===== src/rtl/wav_pcm8_header_parse_and_convert_macros.svh =====
// assertion macros for the wav pcm8 header parser
`ifndef WAV_PCM8_HEADER_PARSE_AND_CONVERT_MACROS_SVH
`define WAV_PCM8_HEADER_PARSE_AND_CONVERT_MACROS_SVH
`ifndef SYNTHESIS
`define WPC_ASSERT(lbl, clk, rst_n, prop) \
    lbl: assert property (@(posedge clk) disable iff (!rst_n) prop) \
        else $error("wpc assertion failed");
`define WPC_NEVER(lbl, clk, rst_n, cond) \
    lbl: assert property (@(posedge clk) disable iff (!rst_n) !(cond)) \
        else $error("wpc forbidden condition seen");
`else
`define WPC_ASSERT(lbl, clk, rst_n, prop)
`define WPC_NEVER(lbl, clk, rst_n, cond)
`endif
`endif


===== src/rtl/wpc_pkg.sv =====
// shared types, constants and tables of the wav pcm8 header parser
`default_nettype none
package wpc_pkg;

    localparam int HEADER_LIMIT = 300;
    localparam int IDX_W        = $clog2(HEADER_LIMIT);
    localparam int LEN_W        = 24;
    localparam int ACT_Q_DEPTH  = 16;
    localparam int CMD_LEN      = 9;
    localparam int STEP_W       = $clog2(CMD_LEN);

    localparam logic [IDX_W-1:0] IDX_SIZE_LO   = IDX_W'(4);
    localparam logic [IDX_W-1:0] IDX_SIZE_END  = IDX_W'(8);
    localparam logic [IDX_W-1:0] IDX_TAG_MIN   = IDX_W'(7);
    localparam logic [IDX_W-1:0] IDX_FIXED_END = IDX_W'(24);
    localparam logic [IDX_W-1:0] IDX_BPS_LO    = IDX_W'(34);
    localparam logic [IDX_W-1:0] IDX_BPS_HI    = IDX_W'(35);
    localparam logic [IDX_W-1:0] IDX_LAST      = IDX_W'(HEADER_LIMIT - 1);

    localparam logic [31:0] DATA_TAG     = 32'h64617461;
    localparam logic [7:0]  BPS_LO_OK    = 8'h08;
    localparam logic [7:0]  BPS_HI_OK    = 8'h00;
    localparam logic [7:0]  SAMPLE_FLIP  = 8'h80;
    localparam logic [7:0]  CMD_OPCODE   = 8'd23;
    localparam logic [7:0]  CMD_UPLOAD   = 8'd133;
    localparam logic [7:0]  CMD_SUBLEN   = 8'd5;
    localparam logic [STEP_W-1:0] STEP_LAST = STEP_W'(CMD_LEN - 1);

    typedef enum logic [1:0] {
        PH_HEADER  = 2'd0,
        PH_SAMPLES = 2'd1,
        PH_SKIP    = 2'd2
    } t_phase;

    typedef enum logic [1:0] {
        ACT_SAMPLE    = 2'd0,
        ACT_CMD       = 2'd1,
        ACT_ERR_HDR   = 2'd2,
        ACT_ERR_WIDTH = 2'd3
    } t_act_kind;

    typedef enum logic [1:0] {
        KIND_CMD    = 2'd0,
        KIND_SAMPLE = 2'd1,
        KIND_ERROR  = 2'd2
    } t_out_kind;

    typedef enum logic [1:0] {
        ERR_NONE   = 2'd0,
        ERR_HEADER = 2'd1,
        ERR_WIDTH  = 2'd2
    } t_err_code;

    typedef struct packed {
        logic [7:0] file_byte;
        logic       end_of_file;
    } t_item;

    typedef struct packed {
        logic [7:0] out_byte;
        t_out_kind  out_kind;
        t_err_code  error_code;
        logic       last_of_run;
    } t_result;

    // one unit of work handed from the parser to the emitter
    typedef struct packed {
        t_act_kind        kind;
        logic [LEN_W-1:0] value;
    } t_action;

    // expected header bytes at positions 0..23, size field is not checked
    function automatic logic [7:0] fixed_byte(input logic [4:0] idx);
        logic [7:0] b;
        case (idx)
            5'd0:    b = 8'h52;
            5'd1:    b = 8'h49;
            5'd2:    b = 8'h46;
            5'd3:    b = 8'h46;
            5'd8:    b = 8'h57;
            5'd9:    b = 8'h41;
            5'd10:   b = 8'h56;
            5'd11:   b = 8'h45;
            5'd12:   b = 8'h66;
            5'd13:   b = 8'h6d;
            5'd14:   b = 8'h74;
            5'd15:   b = 8'h20;
            5'd16:   b = 8'h10;
            5'd20:   b = 8'h01;
            5'd22:   b = 8'h01;
            default: b = 8'h00;
        endcase
        return b;
    endfunction

endpackage
`default_nettype wire


===== src/rtl/wpc_front.sv =====
// header parser: checks fixed bytes, finds the data tag and classifies each byte
`default_nettype none
`include "wav_pcm8_header_parse_and_convert_macros.svh"
module wpc_front (
    input  wire logic            i_clk,
    input  wire logic            i_rst_n,
    input  wire logic            i_accept,
    input  wire wpc_pkg::t_item  i_item,
    output logic                 o_act_valid,
    output wpc_pkg::t_action     o_act
);
    import wpc_pkg::*;

    t_phase           r_phase, n_phase;
    logic [IDX_W-1:0] r_byte_index, n_byte_index;
    logic             r_hdr_bad, n_hdr_bad;
    logic             r_width_bad, n_width_bad;
    logic [55:0]      r_recent, n_recent;
    logic [LEN_W-1:0] r_samples_left, n_samples_left;

    logic [7:0]       b;
    logic [63:0]      win;
    logic             fixed_bad;
    logic             bps_bad;
    logic             hdr_bad;
    logic             width_bad;
    logic             tag_hit;
    logic [LEN_W-1:0] len;

    always_comb begin
        b   = i_item.file_byte;
        win = {r_recent, b};
        fixed_bad = (r_byte_index < IDX_FIXED_END)
                 && !((r_byte_index >= IDX_SIZE_LO) && (r_byte_index < IDX_SIZE_END))
                 && (b != fixed_byte(r_byte_index[4:0]));
        bps_bad = ((r_byte_index == IDX_BPS_LO) && (b != BPS_LO_OK))
               || ((r_byte_index == IDX_BPS_HI) && (b != BPS_HI_OK));
        hdr_bad   = r_hdr_bad | fixed_bad;
        width_bad = r_width_bad | bps_bad;
        tag_hit   = (r_byte_index >= IDX_TAG_MIN) && (win[63:32] == DATA_TAG);
        // little-endian length, fourth byte dropped
        len = {win[15:8], win[23:16], win[31:24]};

        n_phase        = r_phase;
        n_byte_index   = r_byte_index;
        n_hdr_bad      = r_hdr_bad;
        n_width_bad    = r_width_bad;
        n_recent       = r_recent;
        n_samples_left = r_samples_left;
        o_act_valid    = 1'b0;
        o_act.kind     = ACT_SAMPLE;
        o_act.value    = '0;

        if (i_accept) begin
            case (r_phase)
                PH_HEADER: begin
                    n_hdr_bad   = hdr_bad;
                    n_width_bad = width_bad;
                    n_recent    = win[55:0];
                    if (tag_hit) begin
                        o_act_valid = 1'b1;
                        n_phase     = PH_SKIP;
                        if (hdr_bad || (r_byte_index < IDX_BPS_HI)) begin
                            o_act.kind = ACT_ERR_HDR;
                        end else if (width_bad) begin
                            o_act.kind = ACT_ERR_WIDTH;
                        end else begin
                            o_act.kind     = ACT_CMD;
                            o_act.value    = len;
                            n_samples_left = len;
                            if (len != '0) begin
                                n_phase = PH_SAMPLES;
                            end
                        end
                    end else if (i_item.end_of_file || (r_byte_index == IDX_LAST)) begin
                        o_act_valid = 1'b1;
                        o_act.kind  = ACT_ERR_HDR;
                        n_phase     = PH_SKIP;
                    end else begin
                        n_byte_index = r_byte_index + IDX_W'(1);
                    end
                end
                PH_SAMPLES: begin
                    o_act_valid    = 1'b1;
                    o_act.kind     = ACT_SAMPLE;
                    o_act.value    = {{(LEN_W - 8){1'b0}}, b ^ SAMPLE_FLIP};
                    n_samples_left = r_samples_left - LEN_W'(1);
                    if (n_samples_left == '0) begin
                        n_phase = PH_SKIP;
                    end
                end
                default: begin
                end
            endcase
            // a new file starts after the last byte
            if (i_item.end_of_file) begin
                n_phase        = PH_HEADER;
                n_byte_index   = '0;
                n_hdr_bad      = 1'b0;
                n_width_bad    = 1'b0;
                n_recent       = '0;
                n_samples_left = '0;
            end
        end
    end

    always_ff @(posedge i_clk) begin
        if (!i_rst_n) begin
            r_phase        <= PH_HEADER;
            r_byte_index   <= '0;
            r_hdr_bad      <= 1'b0;
            r_width_bad    <= 1'b0;
            r_recent       <= '0;
            r_samples_left <= '0;
        end else begin
            r_phase        <= n_phase;
            r_byte_index   <= n_byte_index;
            r_hdr_bad      <= n_hdr_bad;
            r_width_bad    <= n_width_bad;
            r_recent       <= n_recent;
            r_samples_left <= n_samples_left;
        end
    end

    `WPC_NEVER(a_samples_nonzero, i_clk, i_rst_n, (r_phase == PH_SAMPLES) && (r_samples_left == '0))
    `WPC_ASSERT(a_eof_restart, i_clk, i_rst_n, (i_accept && i_item.end_of_file) |=> ((r_phase == PH_HEADER) && (r_byte_index == '0)))

endmodule
`default_nettype wire


===== src/rtl/wpc_queue.sv =====
// action queue between parser and emitter
`default_nettype none
`include "wav_pcm8_header_parse_and_convert_macros.svh"
module wpc_queue (
    input  wire logic              i_clk,
    input  wire logic              i_rst_n,
    input  wire logic              i_push,
    input  wire wpc_pkg::t_action  i_data,
    output logic                   o_full,
    input  wire logic              i_pop,
    output logic                   o_empty,
    output wpc_pkg::t_action       o_head
);
    import wpc_pkg::*;

    localparam int PTR_W = $clog2(ACT_Q_DEPTH);
    localparam int CNT_W = $clog2(ACT_Q_DEPTH + 1);
    localparam logic [PTR_W-1:0] PTR_LAST = PTR_W'(ACT_Q_DEPTH - 1);
    localparam logic [CNT_W-1:0] CNT_FULL = CNT_W'(ACT_Q_DEPTH);

    t_action          r_mem [ACT_Q_DEPTH];
    logic [PTR_W-1:0] r_wr_ptr, n_wr_ptr;
    logic [PTR_W-1:0] r_rd_ptr, n_rd_ptr;
    logic [CNT_W-1:0] r_count, n_count;
    logic             do_push;
    logic             do_pop;

    always_comb begin
        o_full   = (r_count == CNT_FULL);
        o_empty  = (r_count == '0);
        o_head   = r_mem[r_rd_ptr];
        do_push  = i_push && !o_full;
        do_pop   = i_pop && !o_empty;
        n_wr_ptr = r_wr_ptr;
        n_rd_ptr = r_rd_ptr;
        n_count  = r_count;
        if (do_push) begin
            n_wr_ptr = (r_wr_ptr == PTR_LAST) ? '0 : r_wr_ptr + PTR_W'(1);
        end
        if (do_pop) begin
            n_rd_ptr = (r_rd_ptr == PTR_LAST) ? '0 : r_rd_ptr + PTR_W'(1);
        end
        if (do_push && !do_pop) begin
            n_count = r_count + CNT_W'(1);
        end else if (do_pop && !do_push) begin
            n_count = r_count - CNT_W'(1);
        end
    end

    always_ff @(posedge i_clk) begin
        if (do_push) begin
            r_mem[r_wr_ptr] <= i_data;
        end
    end

    always_ff @(posedge i_clk) begin
        if (!i_rst_n) begin
            r_wr_ptr <= '0;
            r_rd_ptr <= '0;
            r_count  <= '0;
        end else begin
            r_wr_ptr <= n_wr_ptr;
            r_rd_ptr <= n_rd_ptr;
            r_count  <= n_count;
        end
    end

endmodule
`default_nettype wire


===== src/rtl/wpc_back.sv =====
// emitter: expands each action into result bytes behind one output register
`default_nettype none
`include "wav_pcm8_header_parse_and_convert_macros.svh"
module wpc_back (
    input  wire logic              i_clk,
    input  wire logic              i_rst_n,
    input  wire logic [7:0]        i_sample_slot,
    input  wire logic              i_q_empty,
    input  wire wpc_pkg::t_action  i_head,
    output logic                   o_q_pop,
    input  wire logic              i_pop,
    output logic                   o_empty,
    output wpc_pkg::t_result       o_result
);
    import wpc_pkg::*;

    logic [STEP_W-1:0] r_step, n_step;
    logic              r_out_valid, n_out_valid;
    t_result           r_out, n_out;
    logic              can_load;
    logic              head_cmd;
    logic [7:0]        cmd_bytes [CMD_LEN];

    always_comb begin
        cmd_bytes[0] = CMD_OPCODE;
        cmd_bytes[1] = 8'h00;
        cmd_bytes[2] = CMD_UPLOAD;
        cmd_bytes[3] = 8'h00 - i_sample_slot;
        cmd_bytes[4] = CMD_SUBLEN;
        cmd_bytes[5] = 8'h00;
        cmd_bytes[6] = i_head.value[7:0];
        cmd_bytes[7] = i_head.value[15:8];
        cmd_bytes[8] = i_head.value[23:16];
    end

    always_comb begin
        // the output register reloads in the same cycle it is popped
        can_load    = !r_out_valid || i_pop;
        head_cmd    = (i_head.kind == ACT_CMD);
        n_step      = r_step;
        n_out_valid = r_out_valid && !i_pop;
        n_out       = r_out;
        o_q_pop     = 1'b0;

        if (can_load && !i_q_empty) begin
            n_out_valid          = 1'b1;
            n_out.out_byte       = 8'h00;
            n_out.out_kind       = KIND_ERROR;
            n_out.error_code     = ERR_NONE;
            n_out.last_of_run    = 1'b1;
            case (i_head.kind)
                ACT_SAMPLE: begin
                    n_out.out_byte = i_head.value[7:0];
                    n_out.out_kind = KIND_SAMPLE;
                end
                ACT_CMD: begin
                    n_out.out_byte    = cmd_bytes[r_step];
                    n_out.out_kind    = KIND_CMD;
                    n_out.last_of_run = (r_step == STEP_LAST);
                end
                ACT_ERR_HDR: begin
                    n_out.error_code = ERR_HEADER;
                end
                ACT_ERR_WIDTH: begin
                    n_out.error_code = ERR_WIDTH;
                end
                default: begin
                end
            endcase
            if (!head_cmd || (r_step == STEP_LAST)) begin
                o_q_pop = 1'b1;
                n_step  = '0;
            end else begin
                n_step = r_step + STEP_W'(1);
            end
        end
    end

    assign o_empty  = !r_out_valid;
    assign o_result = r_out;

    always_ff @(posedge i_clk) begin
        r_out <= n_out;
    end

    always_ff @(posedge i_clk) begin
        if (!i_rst_n) begin
            r_step      <= '0;
            r_out_valid <= 1'b0;
        end else begin
            r_step      <= n_step;
            r_out_valid <= n_out_valid;
        end
    end

    `WPC_ASSERT(a_step_in_cmd, i_clk, i_rst_n, (r_step != '0) |-> (!i_q_empty && (i_head.kind == ACT_CMD)))
    `WPC_ASSERT(a_out_held, i_clk, i_rst_n, (r_out_valid && !i_pop) |=> (r_out_valid && $stable(r_out)))

endmodule
`default_nettype wire


===== src/rtl/wav_pcm8_header_parse_and_convert.sv =====
// Throughput: one file byte accepted per cycle unless the action queue is full; a sample byte
// gives one result. A good header yields a 9-result command burst from its last length byte,
// emitted at one result per cycle while pop is high by the single output register, while the
// 16-entry action queue takes input. Actions are queued, then loaded into the output register.
// Reset: synchronous, active low; clears parser state, queue, output valid and sample slot.
`default_nettype none
module wav_pcm8_header_parse_and_convert (
    input  wire logic              i_clk,
    input  wire logic              i_rst_n,
    input  wire logic              push,
    output logic                   full,
    input  wire wpc_pkg::t_item    i_item,
    output logic                   empty,
    input  wire logic              pop,
    output wpc_pkg::t_result       o_result,
    input  wire logic              i_cfg_we,
    input  wire logic [7:0]        i_cfg_wdata
);
    import wpc_pkg::*;

    logic [7:0] r_sample_slot;
    logic       accept;
    logic       act_valid;
    t_action    act;
    logic       q_empty;
    logic       q_pop;
    t_action    q_head;

    assign accept = push && !full;

    always_ff @(posedge i_clk) begin
        if (!i_rst_n) begin
            r_sample_slot <= 8'h00;
        end else if (i_cfg_we) begin
            r_sample_slot <= i_cfg_wdata;
        end
    end

    wpc_front u_front (
        .i_clk       (i_clk),
        .i_rst_n     (i_rst_n),
        .i_accept    (accept),
        .i_item      (i_item),
        .o_act_valid (act_valid),
        .o_act       (act)
    );

    wpc_queue u_queue (
        .i_clk   (i_clk),
        .i_rst_n (i_rst_n),
        .i_push  (act_valid),
        .i_data  (act),
        .o_full  (full),
        .i_pop   (q_pop),
        .o_empty (q_empty),
        .o_head  (q_head)
    );

    wpc_back u_back (
        .i_clk         (i_clk),
        .i_rst_n       (i_rst_n),
        .i_sample_slot (r_sample_slot),
        .i_q_empty     (q_empty),
        .i_head        (q_head),
        .o_q_pop       (q_pop),
        .i_pop         (pop),
        .o_empty       (empty),
        .o_result      (o_result)
    );

endmodule
`default_nettype wire


===== config.mk =====
export PLATFORM = sky130hd
export DESIGN_NAME = wav_pcm8_header_parse_and_convert
export DESIGN_NICKNAME = d
export VERILOG_FILES = /design/src/rtl/wpc_pkg.sv /design/src/rtl/wpc_front.sv /design/src/rtl/wpc_queue.sv /design/src/rtl/wpc_back.sv /design/src/rtl/wav_pcm8_header_parse_and_convert.sv
export VERILOG_INCLUDE_DIRS = /design/src /design/src/rtl
export SDC_FILE = /design/constraint.sdc
export NUM_CORES = 1
export LEC_CHECK = 0
export ABC_AREA = 1
export ABC_CLOCK_PERIOD_IN_PS = 10600
export BUFFER_PORTS_ARGS = -buffer_cell sky130_fd_sc_hd__buf_2
export CAP_MARGIN = 20
export CORE_MARGIN = 8
export CORE_UTILIZATION = 43
export DETAILED_ROUTE_END_ITERATION = 10
export PLACE_DENSITY = 0.56
export SLEW_MARGIN = 0
export SYNTH_ARGS = -nofsm -noshare
export SYNTH_HDL_FRONTEND = slang
export SYNTH_SLANG_ARGS = --single-unit

===== constraint.sdc =====
create_clock -name i_clk -period 10.6 [get_ports i_clk]
set_input_delay 2.12 -clock i_clk [delete_from_list [all_inputs] [get_ports i_clk]]
set_output_delay 2.12 -clock i_clk [all_outputs]
set_load 0.1 [all_outputs]

== Word level (Yosys, flattened, before mapping) ==
Memories as Yosys holds them, arrays and structs flattened. A register that Yosys moved wholly into a read port is not among the register bits.
Cells that the tools add are included.
Cells by class
  $add $sub $neg: 8
  $mul: 0
  divide/modulo/power cells: 0
  $lt $le $gt $ge: 6
  equality and inequality tests: 21
  shift operators: 0
  muxes and demuxes: 55
  bitwise logic cells: 4
  reduce and logical (&&, ||, !) cells: 39
Operators by type and width (number)
  $mux W24: 7
  $mux W56: 2
  $pmux W26 S2: 1
  $pmux W24 S2: 1
  $mux W9: 4
  $bmux W8 S4: 1
  $eq A32 B31 Y1 const B: 1
  $mux W26: 1
  $logic_not A24 Y1: 1
  $reduce_bool A24 Y1: 1
  $sub A24 B1 Y24 const B: 1
  $mux W2: 11
  $mux W4: 5
  $mux W5: 4
  $pmux W10 S2: 1
  $eq A9 B6 Y1 const B: 2
  $ge A9 B3 Y1 const B: 2
  $mux W8: 2
  $logic_and A1 B1 Y1: 13
  $add A4 B1 Y4 const B: 3
  $eq A4 B4 Y1 const B: 3
  $mux W1: 12
  $add A9 B1 Y9 const B: 1
  $eq A9 B9 Y1 const B: 1
  31 further kinds: 52
Storage, ports and cells
  register bits after elaboration: 132
  bits in latches: 0
  bits in writable memories: 416
  ROM bits: 224
  input bits: 22
  logic and storage cells: 151
  memories: 2
Memories
  u_queue.r_mem: depth 16, width 26, rd ports 1, clocked after Yosys merged registers in 1, wr ports 1, RTL line wpc_queue.sv:21  | t_action r_mem [ACT_Q_DEPTH];
  (name not given): depth 32, width 7, rd ports 1, clocked after Yosys merged registers in 1, wr ports 0, RTL line wpc_pkg.sv:75  | case (idx)

== Logic depth before layout (Yosys ltp) ==
Gate-level depths: netlist (run 1).
  depth in word-level cells: 11
  gate-level depth with buffers: 22
  depth with buffers taken out: 21

== By module ==
From an unflattened synthesis (run 1), not the netlist that was laid out.
Second synthesis, totals
  cells, all modules: 2764
  area total of the unflattened synthesis: 25634.6 µm²
Modules (own cells, without submodules)
  wpc_queue: times used 1, cells each 1692, area each 18275.0 µm², sequential area each 12832.3 µm²
  wpc_front: times used 1, cells each 847, area each 5766.8 µm², sequential area each 2001.9 µm²
  wpc_back: times used 1, cells each 172, area each 1228.7 µm², sequential area each 490.5 µm²
  wav_pcm8_header_parse_and_convert: times used 1, cells each 53, area each 364.1 µm², sequential area each 160.2 µm²

== Least setup slack after synthesis (run 1) ==
No wires, ideal clock.
  kind: input-to-reg
  start point: input port i_item[0] (netlist name)
  end point: memory u_queue.r_mem[7][0] (netlist name) (enable)
  library setup time: 0.442 ns
  arrival time: 4.485 ns
  required time: 10.158 ns
  setup slack: 5.673 ns
  cell stages on the path: 8
  path through: inv_1 -> nand3_1 -> inv_1 -> nand2_1 -> nand2_2 -> inv_2 -> nand2_1 -> nor3_1
Between the ends
  cells in the longest elaborated chain, start to end: 8
Ends and longest elaborated chain
  start, declared: RTL line wav_pcm8_header_parse_and_convert.sv:12  | input wire wpc_pkg::t_item i_item,
  $logic_or A1 B1 Y1: RTL line wpc_front.sv:75  | end else if (i_item.end_of_file || (r_byte_index == IDX_LAST)) begin
  $mux W1: RTL line wpc_front.sv:75
  $mux W1: RTL line wpc_front.sv:60  | if (tag_hit) begin
  $pmux W1 S2: RTL line wpc_front.sv:55  | case (r_phase)
  $mux W1: RTL line wpc_front.sv:54  | if (i_accept) begin
  $logic_and A1 B1 Y1: RTL line wpc_queue.sv:32  | do_push = i_push && !o_full;
  net u_queue.do_push: RTL line wpc_queue.sv:25  | logic do_push;
  $mux W1: RTL line wpc_queue.sv:51  | if (do_push) begin
  $mux W1 (not written as such): RTL line wpc_queue.sv:52  | r_mem[r_wr_ptr] <= i_data;
  end, declared: RTL line wpc_queue.sv:21
The timed path passes the listed nets, and every way through them passes these cells.

==> metrics, run 1 <==
outcome completed; fin. max-slew vios 0; Die Width about 260 microns; Tightest Hold Check Type reg2reg; filler cell count approximately 5300; Startpoint Class register; post-CTS setup repair buffer count 0; Post-Syn Area ~25000 sq um; skew final roughly 0.025 ns; crit path DAT ~5.3 ns; hold-fix buffers at CTS 0; max cap viols 0; final setup vio count 0; PortBufs 36; Detailed Route Iter0 Violations 1749; Hold Slack approximately 0.46 ns; # rows 88; post-synthesis sequential area ratio 62.7%; Worst VDD drop 0.182 mV; GRT Util Overall around 20%; delay-heaviest family, CP buffers and inverters; Pre-antenna DRT Iters 5; Synth Register Bits 559; final wirelength roughly 70 mm; Worst EP required 11.11 ns; H-tree Lvls 2; Multi-input gate area around 8000 sq um; Worst-path clk slew around 0.060 ns; CTS tree done; Synth cell types 55; Largest stage delay, worst path around 0.79 ns; buffer depth of the longest clock path 3; Via-to-Cell Ratio between 5 and 6; Max-slew headroom between 20% and 30%; post-cts resize count 0; first-pass GRT wire length around 100 mm; yosys warns 0; die height 256 microns; DP HPWL between 40 and 50 mm; Post-synth EDFFs 429; Final period util a little under half; power per cell area around 240 nW/um^2; syn nets between 2000 and 3000; CTS Buf Count 59; final hold vios 0; I/O pin count 37; synth-to-layout area growth 12.2%; initial core utilization between 40% and 50%; leakage power 10.1 nW; Finished Layout Cells 3318; Clock Latency Late Sink between 0.6 and 0.7 ns; FF+latch area between 15000 and 20000 sq um; clk sinks 559; nets 2540; Final Util slightly below 50%; Slowest-stage cell, CP buf_4; Slew @ Worst Pin between 1 and 1.5 ns; total grt overflow 0; Final min period between 4 and 5 ns; Worst Setup End Kind register; via count 18100; DIE AREA 65300 sq um; async set or reset register ratio after synthesis 0%; initial antenna violation count 3; largest net degree at the start of global routing about 120; DR DRC count 0; Placer Congestion between 0.9 and 1; Overall Power between 0.006 and 0.007 W; drt wl/cell roughly 20 microns; CP Buf/Inv Count 4; syn_area_per_cell ~10 sq um; RSZ-0062 raised after global routing no; layout cell share with drive strength beyond 1 ~9.7%; vias in the first global route ~17000; crit-path cells inv_6 -> buf_4 -> o21ai_0 -> o211ai_1 -> nand3_1 -> nand2_2 -> inv_2 -> nor2_8 -> nand2_4 -> nand2_4 -> ha_1 -> inv_1 -> ha_1 -> a21o_1 -> a31oi_1 -> nor2_1 -> nor2_1 -> nand2_1 -> o21ai_0 -> a21oi_1; core footprint around 57000 sq um; Max Clock Freq between 0.2 and 0.25 GHz; Root Driver clkbuf_16; kind of critical path reg2reg; Final TNS setup 0 ns; Final ANT Viol Nets 0; Inst Count DP between 3000 and 4000; Cells after Synth 2490; critical path peak fanout 121; Primary FF master, synth edfxtp_1
[area by class of cell]
| cell class | count | area share, % |
|---|---|---|
| inverter | 159 | 2.20 |
| clock inverter | 45 | 1.56 |
| tap | 765 | 3.46 |
| multi-input combinational | 1639 | 29.0 |
| sequential | 559 | 56.0 |
| antenna | 1 | 0.00904 |
| clock buffer | 67 | 5.48 |
| timing repair buffer | 83 | 2.36 |
[metrics by stage]
step | instance area (sq um) | worst slack [ns]
detailed placement | 25700 | 5.27
floorplan | 24700 | 5.67
CTS | 27600 | 5.75
finish | 27700 | 5.77
global route | 27700 | 5.31
global placement | 25500 | 5.36
[kinds of logic after synthesis]
| family | count (synthesis) | share of synthesized area [%] |
|---|---|---|
| XOR/XNOR | 22 | 0.781 |
| flip-flops | 559 | 62.7 |
| adder cells (fa/ha/maj) | 17 | 0.892 |
| AO/OA/AOI/OAI | 493 | 11.4 |
| buffers and inverters | 292 | 5.33 |
| AND/OR/NAND/NOR | 1107 | 18.8 |
[layer usage]
layer	up-vias	wire (microns)	global-route usage, %
met5	-	24	0
met3	123	4150	2.56
met4	4	1940	6.73
met1	8738	29900	27.3
met2	589	32000	33.0
li1	8678	-	-
[flip-flops by register name, summed over array words and instances, names as in the netlist, named ones only]
signal,count
u_front.r_recent,56
u_back.r_out_valid,1
u_queue.r_mem,416
u_front.r_samples_left,24
u_front.r_width_bad,1
u_back.o_result,13
u_queue.r_wr_ptr,4
u_queue.r_count,5
u_back.r_step,4
u_front.r_byte_index,9
u_front.r_phase,2
r_sample_slot,8
u_queue.r_rd_ptr,4
u_front.r_hdr_bad,1
[worst paths after layout]
check                            start                   end  slack, ns  cells past startpoint
setup reg to reg              register    u_queue.r_count[4]       5.77                     20
hold / removal    u_front.r_recent[55]  u_front.r_recent[55]       0.46                      2
hold reg to reg   u_front.r_recent[55]  u_front.r_recent[55]       0.46                      2
setup / recovery              register    u_queue.r_count[4]       5.77                     20
[power breakdown]
group          total, W  leakage [nW]  switching [W]  internal [W]
logic           0.00191          3.99        0.00140      0.000502
registers       0.00257          5.13       0.000102       0.00247
clock network   0.00209         0.948       0.000873       0.00122
total           0.00657          10.1        0.00238       0.00419
[synthesized netlist by cell type, types with 2 or more instances]
library cell	number	area, sq um
edfxtp_1	429	12900
nand3b_1	3	22.5
nand2_1	450	1690
a21oi_1	131	656
clkbuf_1	49	184
a31oi_1	5	31.3
o21ai_1	12	60.1
buf_6	4	45.0
nor3_2	3	30.0
nand3_1	145	726
xnor2_1	3	26.3
clkinv_1	4	15.0
nor4_1	4	25.0
nand4_1	26	163
buf_2	47	235
xor2_1	19	166
nand2_4	3	33.8
nor2_4	3	33.8
nor2_1	403	1510
nor2_2	7	43.8
o21ai_0	223	1120
nand3_2	3	30.0
a221o_1	4	40.0
nor3_1	36	180
inv_2	9	33.8
buf_1	7	26.3
dfxtp_1	130	2600
buf_4	23	173
inv_1	144	541
o211ai_1	42	315
or2_2	3	18.8
buf_8	3	45.0
ha_1	16	200
o31ai_1	3	22.5
o221ai_1	32	280
o22ai_1	23	144
a21oi_2	2	17.5
a21o_1	2	15.0
nand2_2	14	87.6
o32ai_1	6	52.6
[worst min-delay path: stages, from the launching register on]
cell and delay, ns:
dfxtp_1 0.31, nand2_1 0.06, a21oi_1 0.05
[layout by cell type (no fill, tap or decap), types with 4 or more instances in the layout]
cell / n
a21oi_1: 131
nor2_4: 18
o21ai_0: 223
a31oi_1: 5
nor4_1: 4
nor2_2: 7
nand2_1: 450
ha_1: 16
nor2_1: 388
buf_2: 36
edfxtp_1: 429
nor3_2: 6
clkinvlp_4: 4
bufinv_16: 8
nand3_1: 145
inv_6: 6
inv_2: 10
nor3_1: 32
o22ai_1: 23
clkbuf_16: 59
o21ai_1: 12
clkinv_2: 11
o211ai_1: 42
buf_4: 39
a221o_1: 4
nand4_1: 26
inv_1: 143
xor2_1: 19
o221ai_1: 32
clkbuf_1: 7
buf_16: 4
nand2_2: 14
dfxtp_1: 127
clkinv_1: 21
o32ai_1: 6
(Power assumes the default switching activity.)
==> inputs of run 2 (changes only) <==
ABC_CLOCK_PERIOD_IN_PS = 4200   (was 10600)
PLACE_DENSITY = 0.58   (was 0.56)
clock period = 4.2 ns   (was 10.6 ns; I/O delays follow)
==> run 2 against run 1 <==
  * Sequential cell count stayed put
  * Critical path type unchanged
  * Critical path depth fell by 1
  * Count of clock-buffer cells in the layout rose by 8
  * Via count is 0.40% higher
  * Worst setup slack lost 5.1 ns
  * Worst hold slack got worse by 0.013 ns
==> metrics, run 2 (synthesis gave the netlist of run 1 again) <==
outcome completed; final hold vios 0 (unchanged); final setup vio count 0 (unchanged); CTS tree done; CTS Buf Count 59 (unchanged); Worst EP required 4.70 ns (-6.41 ns); delay-heaviest family, CP compound AO/OA/AOI/OAI gates; total grt overflow 0 (unchanged); Top Registers u_queue.r_mem (416), u_front.r_recent (56), u_front.r_samples_left (24); R2R Setup Slk 0.69 ns (-5.08 ns); ant diodes 0 (-1); DP HPWL 41.7 mm (+0.13%); sequential fraction of design power 39.1% (about the same); commonest non-fill, non-tap cell in the layout nand2_1; Sw Ratio 35.7% (-0.56 points); Worst Setup End Kind register; I/O pin count 37 (unchanged); # rows 88 (unchanged); Max-slew headroom 43.4% (+18 points); power per cell area 596 nW/um^2 (+150%); Worst R2R End u_queue.r_count[4]; die height 256 microns (unchanged); Final period util 83.6% (+38 points); Final TNS setup 0 ns (unchanged); Pre-antenna DRT Iters 7 (+2); DIE AREA 65300 sq um (unchanged); Startpoint Class register; Final ANT Viol Nets 0 (unchanged); first-pass GRT wire length 104 mm (+0.86%); buffer depth of the longest clock path 3 (unchanged); DR DRC count 0 (unchanged); cell-internal power 0.0107 W (+160%); Hold Slack 0.451 ns (-0.0132 ns); Die Width 256 microns (unchanged); layout cell share with drive strength beyond 1 10.8% (+1.2 points); nets 2563 (+0.91%); Worst Reg-to-Reg Cells 19 (-5.0%); clk sinks 559 (unchanged); PortBufs 36 (unchanged); RSZ-0062 raised after global routing no; Inst Count DP 3228 (+0.97%); WHS Endpoint r_sample_slot[7]; combinational power share 28.5% (-0.5 points); Final min period 3.51 ns (-1.32 ns); post-cts resize count 0 (unchanged); final wirelength 67.7 mm (-0.52%); H-tree Lvls 2 (unchanged); core footprint 57300 sq um (unchanged); Worst-path clk slew 0.06 ns (about the same); skew final 0.0200 ns (-0.00469 ns); Overall Power 0.0166 W (+150%); Tightest Hold Check Type in2reg; synth-to-layout area growth 12.8%; post-CTS setup repair buffer count 0 (unchanged); Finished Layout Cells 3339 (+0.63%); via count 18200 (+0.40%); drt wl/cell 20.3 microns (-1.2%); Placer Congestion 0.871 (-5.8%); crit-path cells inv_2 -> o21ai_0 -> o211ai_1 -> nand3_1 -> nand2_2 -> inv_2 -> nor2_8 -> nand2_4 -> nand2_4 -> ha_1 -> inv_1 -> ha_1 -> a21o_1 -> a31oi_1 -> nor2_1 -> nor2_1 -> nand2_1 -> o21ai_0 -> a21oi_1; fin. max-slew vios 0 (unchanged); Root Driver clkbuf_16; Largest register FFs 416 (unchanged); switching pwr 0.00592 W (+150%); initial antenna violation count 1 (-2); Largest stage delay, worst path 0.42 ns (-0.37 ns); crit path DAT 4.01 ns (-1.33 ns); GRT Util Overall 20.0% (-0.055 points); max cap viols 0 (unchanged); worst hold path depth 3 (+1); CP Buf/Inv Count 3 (-1); vias in the first global route 17600 (+1.5%); most frequent cells in the layout nand2_1 (450), edfxtp_1 (429), nor2_1 (388), o21ai_0 (223), nand3_1 (145); Max Clock Freq 0.285 GHz (+38%); Most flops, register u_queue.r_mem; HP Start i_cfg_wdata[7]; Worst VDD drop 0.493 mV (+170%); Detailed Route Iter0 Violations 1677 (-4.1%); leakage power 10.2 nW (+1.4%); largest net degree at the start of global routing 81 (-34%); critical path peak fanout 25 (-79%); Clock Latency Late Sink 0.63 ns (about the same); kind of critical path reg2reg; Slew @ Worst Pin 0.849 ns (-0.271 ns); initial core utilization 43.1% (unchanged); hold-fix buffers at CTS 0 (unchanged); Via-to-Cell Ratio 5.45 (-0.23%); Clock Power Share 32.5% (+0.6 points); Slowest-stage cell, CP dfxtp_4
==> run 2: worst max path at each step <==
stage                             from                   to  slack, ns  cells past startpoint
6_report                      register   u_queue.r_count[4]       0.69                     19
5_1_grt                       register   u_queue.r_count[4]       0.36                     19
4_1_cts                       register   u_queue.r_count[4]       0.69                     19
3_5_place_dp                  register   u_queue.r_count[4]       0.72                     19
3_3_place_gp                  register   u_queue.r_count[4]       0.77                     19
2_1_floorplan  u_front.r_byte_index[1]  u_queue.r_mem[7][0]       0.49                     11
==> run 2: stage by stage <==
| step | cell area, sq um | util (%) | setup WS, ns |
|---|---|---|---|
| 6_report | 27800 | 48.6 | 0.690 |
| 5_1_grt | 27800 | 48.6 | 0.362 |
| 4_1_cts | 27800 | 48.6 | 0.687 |
| 3_5_place_dp | 25800 | 45.1 | 0.719 |
| 3_3_place_gp | 25800 | 45.1 | 0.772 |
| 2_1_floorplan | 24700 | - | 0.491 |
==> run 2: area by class of cell <==
class | count | area (sq um)
Clock inverter | 36 | 382
Timing Repair Buffer | 106 | 756
Inverter | 159 | 607
Sequential cell | 559 | 15500
Multi-Input combinational cell | 1639 | 8010
Tap cell | 765 | 957
Clock buffer | 75 | 1640
Fill cell | 5318 | 29400
==> run 2: power by group through the flow <==
stage	sequential, W	combinational [W]	clock (W)
6_report	0.00649	0.00473	0.00539
5_1_grt	0.00652	0.00526	0.00572
4_1_cts	0.00649	0.00474	0.00549
3_5_place_dp	0.00660	0.00472	0
3_3_place_gp	0.00659	0.00465	0
2_1_floorplan	0.00690	0.00326	0
==> run 2: worst min-delay path, cell delays in order <==
cell and delay [ns]:
buf_2 0.08, nor2_1 0.03, nor2_1 0.08
==> run 2: per-layer routing <==
| layer | global-route usage, % | wire length, microns |
|---|---|---|
| met2 | 32.5 | 31700 |
| met3 | 3.75 | 4210 |
| met5 | 0 | 0 |
| met1 | 26.9 | 29600 |
| met4 | 6.48 | 2140 |
